<file path="src/rtl/rtime_page_decompressor_defines.svh">
// assertion macros shared by the page decompressor modules
`ifndef RTIME_PAGE_DECOMPRESSOR_DEFINES_SVH
`define RTIME_PAGE_DECOMPRESSOR_DEFINES_SVH

// same-cycle implication, sampled on clk, off while arst_n is low
`define RPD_ASSERT_SAME(label, ante, cons, msg) \
	label: assert property (@(posedge clk) disable iff (!arst_n) (ante) |-> (cons)) \
	else $error(msg);

// next-cycle implication, sampled on clk, off while arst_n is low
`define RPD_ASSERT_NEXT(label, ante, cons, msg) \
	label: assert property (@(posedge clk) disable iff (!arst_n) (ante) |=> (cons)) \
	else $error(msg);

`endif

</file>
<file path="src/rtl/rpd_pos_table.sv">
// last-position table: 256 entries, registered read, valid bits for page clear
module rpd_pos_table #(
	parameter int PW = 13
) (
	input  logic          clk,
	input  logic          arst_n,
	input  logic          rd_en,
	input  logic [7:0]    rd_addr,
	input  logic          clear,
	input  logic          wr_en,
	input  logic [7:0]    wr_addr,
	input  logic [PW-1:0] wr_data,
	output logic [PW-1:0] rd_data
);

	logic [PW-1:0] mem [256];
	logic [255:0]  valid_q;
	logic [PW-1:0] rd_s1;
	logic          rd_valid_s1;

	// storage write and registered read
	always_ff @(posedge clk) begin
		if (wr_en) begin
			mem[wr_addr] <= wr_data;
		end
		if (rd_en) begin
			rd_s1 <= mem[rd_addr];
		end
	end

	// valid bits, all cleared together at page start
	always_ff @(posedge clk or negedge arst_n) begin
		if (!arst_n) begin
			valid_q     <= '0;
			rd_valid_s1 <= 1'b0;
		end else begin
			if (clear) begin
				valid_q <= '0;
			end else if (wr_en) begin
				valid_q[wr_addr] <= 1'b1;
			end
			if (rd_en) begin
				rd_valid_s1 <= clear ? 1'b0 : valid_q[rd_addr];
			end
		end
	end

	// an entry not written on this page reads as zero
	assign rd_data = rd_valid_s1 ? rd_s1 : '0;

endmodule

</file>
<file path="config.mk">
export PLATFORM = sky130hd
export DESIGN_NAME = rpd_pos_table
export DESIGN_NICKNAME = d
export VERILOG_FILES = /design/src/rtl/rtime_page_decompressor_defines.svh /design/src/rtl/rpd_pos_table.sv
export SDC_FILE = /design/constraint.sdc
export NUM_CORES = 2
export LEC_CHECK = 0
export ABC_AREA = 1
export ABC_CLOCK_PERIOD_IN_PS = 4050
export CAP_MARGIN = 10
export CORE_AREA = 10 10 610 612
export DETAILED_ROUTE_END_ITERATION = 8
export DIE_AREA = 0 0 620 622
export DONT_BUFFER_PORTS = 1
export PLACE_DENSITY = 0.52
export SLEW_MARGIN = 5
export SYNTH_ARGS = -nofsm -noshare
export SYNTH_HDL_FRONTEND = slang
export SYNTH_SLANG_ARGS = --single-unit
</file>
<file path="constraint.sdc">
create_clock -name clk -period 4.05 [get_ports clk]
set_input_delay 0.2025 -clock clk [delete_from_list [all_inputs] [get_ports clk]]
set_output_delay 0.2025 -clock clk [all_outputs]
set_load 0.01 [all_outputs]
</file>
==> out/metrics.cfg <==
[die]
die_h_um=622
rows=221
core_mm2=0.361
io_pins=47
dieArea_mm2=0.386
die_w_um=620
start_util_pct=39.8

[setup_path]
crit_path_max_fanout=305
cp_num_cells=13
worstPathRequired_ns=4.87
worstReg2RegEnd=rd_s1[4]$_DFFE_PP_
path_buf_inv=3
r2r_start=mem[94][4]$_DFFE_PP_
path_cells=buf_16, buf_16, buf_16, o21ai_0, o22ai_1, nand2_1, nand3_1, nand3_1, nand3_1, nand3_1, nand2_1, nand2_1, nand2_1
start_kind=input pin
path_class=input pin to register
r2r_cells=10
cp_slowest_cell=buf_16
crit_path_end_kind=register
rrSetupSlack_ns=1.36
crit_family=simple AND/OR/NAND/NOR gates
crit_path_max_incr_delay_ns=0.78
arrival_ns=4.61

[sta]
slew_violations=240
rsz0062_at_grt=false
period_share_pct=93.6
finClkSkew_ns=0.0521
slew_headroom_pct=-25.1
fmax_mhz=264
holdWs_ns=-0.971
worst_pin_slew_ns=1.88
finalSetupViolCount=0
finalCriticalPeriod_ns=3.79
fin_setup_tns_ns=0
hold_viol=257

[detailed_routing]
via_per_inst=5.68
drt_pass1_iterations=8
drtIter0Drc=11868
totalWireLength_mm=455
vias=96677
post_drt_wl_per_cell_um=26.7
postRouteAntennaNets=0
drc=0

[status]
status=finished, violations left
failed_checks=negative hold slack, max-slew violations

[clock_tree]
clk_latency_ns=0.96
cts.repair.resized=0
h-tree-depth=5
cts_tree=built
cts_made_buffers=386
clock-sinks=3598
postCtsSetupRepairBufs=0
cts_buffer_depth=4
clk_pin_slew_ns=0.06
root_buffer=clkbuf_16

[power_and_ir_drop]
peakVddDrop_v=0.000347
power_mw=80.9
p_per_area_mw_per_mm2=492
p_leak_nw=55.4

[layout]
nets=11928
mostFrequentLayoutCell=edfxtp_1
fill_cells=32446
area_growth_pct=14.6
multi_input_area_mm2=0.0325
final_cell_mix=3,341 x edfxtp_1, 2,347 x nor2_1, 1,534 x o21ai_0, 1,264 x nand2_1, 1,153 x nand3_1
stdcell_area_mm2=0.164
drive_gt1_share_pct=8.82
seqCellArea_mm2=0.107
finish.utilization_pct=45.6

[yosys]
synth_area_leaders=edfxtp_1 70%, nor2_1 6.1%, o21ai_0 5.4%, dfrtp_1 4.5%, nand3_1 4.0%
syn-cell-area_mm2=0.143
synth_top_area_share_pct=69.9
netlist_instances=11805
yosysTopAreaCell=edfxtp_1
synthArstFlopShare_pct=7.14
yosys_warnings=0
synth_edf_count=3341
yosys_register_bits=3598
synthDistinctLibCells=20
ys.flop_type=edfxtp_1
synth.avg_cell_area_um2=12.2
synth.net_count=11839
ys_seq_area_share_pct=74.4

[run]
max-cap-violations=0

[global_routing]
grt_start_max_net_pins=963
antenna_found_initial=25
grt_pass1_vias=92229
grt_pass1_wl_mm=654
track_usage_pct=22.5
grt.overflow.total=0

[placed_design]
post_dp_cell_area_mm2=0.150
gp_congestion=0.832
place_hpwl_mm=228
portBuffers=0

[hold_path]
hold_class=input pin to asynchronous set/reset pin

## repair_timing
item	CTS	global route
endpoints found under the hold margin	3919	869
endpoints found under the setup margin	0	14
hold buffers	60	8
## worst max-delay path by stage
stage | from | to | slack (ns)
global placement | rd_addr[0] | rd_s1[8]$_DFFE_PP_ | -0.89
finish | rd_addr[0] | rd_s1[1]$_DFFE_PP_ | 0.26
CTS | rd_addr[0] | rd_valid_s1$_DFFE_PN0P_ | 0.04
global route | rd_addr[0] | rd_s1[10]$_DFFE_PP_ | 0.08
floorplan | wr_en | mem[105][0]$_DFFE_PP_ | 2.07
detailed placement | rd_addr[0] | rd_s1[8]$_DFFE_PP_ | -0.97
## cell usage after synthesis, types with 81 or more instances
library cell,n
o21ai_0,1534
buf_2,184
nor2_1,2348
nand2_1,1264
buf_1,81
nand3_1,1153
clkbuf_1,531
dfrtp_1,257
inv_1,147
edfxtp_1,3341
o22ai_1,767
## registers in the layout (all words and copies together), names as in the netlist
signal / count
mem: 3328
rd_s1: 13
rd_valid_s1: 1
valid_q: 256
## stage by stage
| stage | instances | setup WS, ns |
|---|---|---|
| global route | 17021 | 0.0779 |
| finish | 17026 | 0.259 |
| detailed placement | 16208 | -0.968 |
| CTS | 16987 | 0.0357 |
| global placement | 16208 | -0.895 |
| floorplan | 11805 | 2.07 |
## final cells by class
class	instances	share of cell area, %
clock buffers	516	6.45
multi-input cells	7204	19.8
well taps	4794	3.65
diodes	7	0.0107
clock inverters	203	1.23
flip-flops and latches	3598	64.9
repair buffers	552	3.59
inverters	152	0.372
## kinds of logic after synthesis
kind of cell    synth area share [%]
buf+inv                         2.94
simple gates                    13.5
flops                           74.4
compound gates                  9.18
## per-layer routing
layer	vias to the layer above	GRT usage (%)	part of all wire, %	routed length [µm]
met5	-	0	0.0075	34
met4	4	7.60	3.6	16400
met3	725	3.43	7.7	35100
met2	4011	35.4	46	209000
met1	49058	32.2	43	194000
li1	42879	-	-	-
## power by group
part	total [mW]	leakage, nW	switching [mW]	internal [mW]
clock	35.3	6.19	14.6	20.7
combinational	4.80	15.6	3.57	1.23
sequential	40.8	33.6	0.0415	40.7
(Power assumes the default switching activity.)
