### config.mk
export PLATFORM = sky130hd
export DESIGN_NAME = rpd_packer_flat
export DESIGN_NICKNAME = d
export VERILOG_FILES = /design/src/rtl/rpd_pkg.sv /design/src/rtl/rpd_chan_if.sv /design/src/rtl/rpd_packer.sv /design/src/flat_wrapper.sv
export VERILOG_INCLUDE_DIRS = /design/src /design/src/rtl
export SDC_FILE = /design/constraint.sdc
export NUM_CORES = 1
export LEC_CHECK = 0
export ABC_AREA = 1
export BUFFER_PORTS_ARGS = -buffer_cell sky130_fd_sc_hd__buf_2
export CORE_AREA = 2 2 39 41
export CTS_BUF_LIST = sky130_fd_sc_hd__clkbuf_8
export CTS_CLUSTER_DIAMETER = 60
export CTS_CLUSTER_SIZE = 24
export DETAILED_ROUTE_END_ITERATION = 8
export DIE_AREA = 0 0 41 43
export PLACE_DENSITY = 0.61
export SLEW_MARGIN = 20
export SYNTH_ARGS = -nofsm -noshare
export SYNTH_HDL_FRONTEND = slang
export SYNTH_SLANG_ARGS = --single-unit
### constraint.sdc
create_clock -name clk -period 3.8 [get_ports clk]
set_clock_uncertainty 0.2 [all_clocks]
set_input_delay 0.38 -clock clk [delete_from_list [all_inputs] [get_ports clk]]
set_output_delay 0.38 -clock clk [all_outputs]
set_load 0.01 [all_outputs]
### src/rtl/rtime_page_decompressor_defines.svh
// assertion macros shared by the page decompressor modules
`ifndef RTIME_PAGE_DECOMPRESSOR_DEFINES_SVH
`define RTIME_PAGE_DECOMPRESSOR_DEFINES_SVH

// same-cycle implication, sampled on clk, off while arst_n is low
`define RPD_ASSERT_SAME(label, ante, cons, msg) \
	label: assert property (@(posedge clk) disable iff (!arst_n) (ante) |-> (cons)) \
	else $error(msg);

// next-cycle implication, sampled on clk, off while arst_n is low
`define RPD_ASSERT_NEXT(label, ante, cons, msg) \
	label: assert property (@(posedge clk) disable iff (!arst_n) (ante) |=> (cons)) \
	else $error(msg);

`endif

### src/rtl/rpd_pkg.sv
// shared types and constants of the page decompressor
package rpd_pkg;

	localparam int MAX_PAGE_BYTES_DEF = 4096;
	localparam int PAGE_LEN_RESET     = 4096;

	typedef struct packed {
		logic [7:0]  literal;
		logic [7:0]  repeat_count;
		logic        page_start;
		logic [12:0] page_length;
	} pair_t;

	typedef struct packed {
		logic [63:0] packed_bytes;
		logic [3:0]  byte_count;
		logic        run_last;
		logic        page_full;
	} result_t;

	// one byte (or an empty close) handed to the packer
	typedef struct packed {
		logic       valid;
		logic       has_byte;
		logic [7:0] data;
		logic       last;
		logic       full;
	} push_t;

	typedef enum logic [1:0] {
		ST_IDLE,
		ST_LIT,
		ST_COPY
	} state_t;

endpackage

### src/rtl/rpd_chan_if.sv
// valid/ready channel carrying one payload of type T
interface rpd_chan_if #(parameter type T = logic);
	logic valid;
	logic ready;
	T     data;

	modport source (output valid, output data, input ready);
	modport sink (input valid, input data, output ready);
endinterface

### src/rtl/rpd_packer.sv
// packs bytes into results of up to eight bytes and holds the result register
`include "rtime_page_decompressor_defines.svh"

module rpd_packer (
	input  logic                        clk,
	input  logic                        arst_n,
	input  rpd_pkg::push_t              push,
	output logic                        free,
	rpd_chan_if.source                  result
);

	logic [7:0][7:0]  acc_q;
	logic [3:0]       cnt_q;
	logic             done_q;
	logic             last_q;
	logic             full_q;
	logic             ov_q;
	rpd_pkg::result_t out_q;
	logic             move;
	logic [3:0]       base;
	logic [3:0]       cnt_next;
	logic [63:0]      masked;

	// word handoff into the result register
	assign move     = done_q && (!ov_q || result.ready);
	assign base     = move ? 4'd0 : cnt_q;
	assign cnt_next = base + {3'd0, push.has_byte};
	assign free     = !ov_q && !done_q;

	// unused high bytes read as zero
	always_comb begin
		for (int j = 0; j < 8; j++) begin
			masked[j*8 +: 8] = (4'(j) < cnt_q) ? acc_q[j] : 8'd0;
		end
	end

	// control state
	always_ff @(posedge clk or negedge arst_n) begin
		if (!arst_n) begin
			ov_q   <= 1'b0;
			cnt_q  <= 4'd0;
			done_q <= 1'b0;
		end else begin
			if (move) begin
				ov_q <= 1'b1;
			end else if (result.ready) begin
				ov_q <= 1'b0;
			end
			if (push.valid) begin
				cnt_q  <= cnt_next;
				done_q <= push.last || (cnt_next == 4'd8);
			end else if (move) begin
				cnt_q  <= 4'd0;
				done_q <= 1'b0;
			end
		end
	end

	// byte lanes and result payload
	always_ff @(posedge clk) begin
		if (push.valid && push.has_byte) begin
			acc_q[base[2:0]] <= push.data;
		end
		if (push.valid) begin
			last_q <= push.last;
			full_q <= push.full;
		end
		if (move) begin
			out_q.packed_bytes <= masked;
			out_q.byte_count   <= cnt_q;
			out_q.run_last     <= last_q;
			out_q.page_full    <= full_q;
		end
	end

	assign result.valid = ov_q;
	assign result.data  = out_q;

	`RPD_ASSERT_SAME(a_no_overrun, push.valid && done_q, move, "byte pushed into a held word")
	`RPD_ASSERT_SAME(a_empty_only_full, ov_q && (out_q.byte_count == 4'd0), out_q.run_last && out_q.page_full, "empty result on a page with room")
	`RPD_ASSERT_NEXT(a_last_closes, push.valid && push.last, done_q, "last byte did not close the word")

endmodule

### src/flat_wrapper.sv
// flat-port wrapper written by rule: the top's interface ports become plain ports
module rpd_packer_flat 
  (clk, arst_n, push, free, result_valid, result_data, result_ready);
  rpd_chan_if result_i ();
  input  logic clk;
  input  logic arst_n;
  input  rpd_pkg::push_t push;
  output logic free;
  output wire logic [$bits(result_i.valid)-1:0] result_valid;
  output wire logic [$bits(result_i.data)-1:0] result_data;
  input wire logic [$bits(result_i.ready)-1:0] result_ready;
  assign result_valid = result_i.valid;
  assign result_data = result_i.data;
  assign result_i.ready = result_ready;
  rpd_packer u_core (.clk(clk), .arst_n(arst_n), .push(push), .free(free), .result(result_i));
endmodule
==> results_dict.tcl <==
set metrics [dict create \
    outcome "complete, no violations" \
    clk_latency_ns 0.23 \
    die_x_um 41 \
    cp_slowest_cell "dfrtp_1" \
    fin_crit_sh_pct 48.7 \
    whs_endpoint "u_core.full_q" \
    startpoint_type "flip-flop" \
    crit_family "adder cells" \
    synth_seq_area_share_pct 49.3 \
    portBuffers 9 \
    holdWs_ns 0.126 \
    ys_types 20 \
    relSlewSlack_pct 88.1 \
    worst_pin_slew_ns 0.178 \
    place_congestion 0.647 \
    cp_common_cell "ha_1" \
    rows 14 \
    nNetsFinal 78 \
    crit_buf_inv 1 \
    ir_worst_vdd_uv 206 \
    first_iter_violations 18 \
    rsz0062_at_grt "false" \
    grt_pass1_vias 357 \
    finalHoldViolCount 0 \
    yosys_warnings 0 \
    leakagePower_nw 0.279 \
    coreArea_um2 1380 \
    maxCapViolCount 0 \
    fmax_mhz 540 \
    antenna-diode-count 0 \
    powerDensity_nw_per_um2 494 \
    post_cts_resized 0 \
    ys_ff_latch 8 \
    mappedNetlistArea_um2 427 \
    grt_util_met1_pct 10.3 \
    grt_max_degree 10 \
    setup-tns-final_ns 0 \
    syn_inst 47 \
    wirelength_um 826 \
    clk_pin_slew_ns 0.04 \
    crit_path_cell_trace "nand2_2 > nand2_4 > inv_2 > nor2_2 > ha_1 > ha_1 > nor2_1 > nand3_2 > o21bai_2" \
    worstHoldStart "push[0]" \
    crit_arrival_ns 1.81 \
    path_max_fanout 8 \
    start_util_pct 30.8 \
    die-area_um2 1760 \
    startpoint "u_core.result.valid" \
    critPathRequiredTime_ns 3.75 \
    period_needed_ns 1.85 \
    area_growth_syn_to_layout_pct 26.1 \
    design_area_um2 538 \
    slew_violations 0 \
    drtAntennaViolNets 0 \
    placed_area_um2 487 \
    tritoncts "built" \
    rr_worst_depth 9 \
    io_pins 18 \
    timing.rr.start "u_core.result.valid" \
    syn_avg_cell_area_um2 9.08 \
    htree_levels 1 \
    synth_fp_nets 64 \
    reg2reg_slack_ns 1.95 \
    wl_per_cell_um 11.0 \
    antenna_found_initial 0 \
    nFillCells 132 \
    cts.path.max_buffers 2 \
    post_cts_buffers 0 \
    r2r_end "u_core.done_q" \
    setup_violations 0 \
    cts_root_buffer "clkbuf_8" \
    cts_sinks 8 \
    dpl.hpwl_um 587 \
    met3_usage_pct 3.14 \
    busiest_layer "met2" \
    drc 0 \
    hold_buffers 1 \
    dr.pass1.iters 4 \
    vias 375 \
    grt_overflow_total 0 \
    cts_buffers 3 \
    drive_gt1_share_pct 37.3 \
    grt_usage_pct 11.3 \
    whs_path_depth 1 \
    crit_type "flip-flop to flip-flop" \
    grtUsageMet2_pct 17.8 \
    routed_via_density 5.00 \
    cpPeakStageDelay_ns 0.39 \
    hold_path.class "input pin to flip-flop" \
    endpoint_kind "flip-flop" \
    dieHeight_um 43 \
    grt_pass1_wl_um 1270 \
]
-- Yosys cell counts, drive strengths merged --
cell | count | area (µm²)
nand3 | 3 | 25.0
a21oi | 1 | 5.00
nand4 | 1 | 6.26
o21ai | 2 | 10.0
nor2 | 4 | 20.0
inv | 6 | 22.5
ha | 2 | 25.0
dfrtp | 6 | 150
a31oi | 1 | 6.26
edfxtp | 2 | 60.1
nand2 | 16 | 72.6
buf | 1 | 5.00
o21bai | 1 | 11.3
nand3b | 1 | 7.51
-- worst max-delay path by stage --
stage / end / cells past startpoint
after detailed placement: u_core.done_q / 11
after global routing: u_core.done_q / 9
after CTS: u_core.done_q / 9
after floorplan: u_core.done_q / 9
final: u_core.done_q / 9
after global placement: u_core.done_q / 11
-- power by group --
part	total [mW]	internal, mW	switching, mW
combinational	0.0547	0.0229	0.0318
clock	0.103	0.0687	0.0347
sequential	0.107	0.100	0.00723
total	0.266	0.192	0.0738
-- placed cells by master, fill, tap and decap left out --
cell / count
nand3b_1: 1
ha_1: 2
a31oi_1: 1
a21oi_1: 1
o21bai_2: 1
nand2_4: 1
inv_2: 2
nand3_1: 1
clkbuf_8: 3
nor2_2: 2
buf_2: 9
edfxtp_1: 2
o21ai_0: 1
dfrtp_1: 6
inv_1: 4
nand2_2: 2
nand3_2: 2
nor2_1: 2
dlygate4sd3_1: 1
nand4_1: 1
nand2_1: 13
o21ai_1: 1
-- metrics by stage --
stage | power (mW) | util (%) | worst slack, ns | instances
final | 0.266 | 38.9 | 1.95 | 75
after global routing | 0.279 | 38.9 | 1.85 | 75
after CTS | 0.267 | 38.9 | 1.93 | 75
after detailed placement | 0.162 | 35.2 | 1.85 | 71
after global placement | 0.161 | 35.2 | 1.87 | 71
after floorplan | 0.147 | - | 2.03 | 47
-- registers in the layout (all words and copies together), names as in the netlist --
| name | count |
|---|---|
| u_core.cnt_q | 4 |
| u_core.result.valid | 1 |
| u_core.done_q | 1 |
| u_core.result.data | 1 |
| u_core.full_q | 1 |
-- cell type report --
| cell class | count | area [µm²] | area share, % |
|---|---|---|---|
| Clock buffer | 3 | 41.3 | 7.67 |
| Sequential cell | 8 | 210 | 39.1 |
| Tap cell | 16 | 20.0 | 3.72 |
| Timing Repair Buffer | 10 | 55.1 | 10.2 |
| Inverter | 6 | 22.5 | 4.19 |
| Multi-Input combinational cell | 32 | 189 | 35.1 |
-- routing by layer --
layer	vias up	part of all wire, %	wire [µm]
met1	171	41	337
met5	-	0	0
met2	20	50	411
met4	0	4.5	37
li1	179	-	-
met3	5	4.8	40
-- cells by family (layout without fill, tap and decap cells) --
kind of cell,Yosys count,in the layout,share of synthesized area [%]
AO/OA/AOI/OAI,5,5,7.62
adder cells (fa/ha/maj),2,2,5.86
buffers and inverters,7,19,6.45
flip-flops,8,8,49.3
AND/OR/NAND/NOR,25,25,30.8
Power figures use the tool's default switching activity.
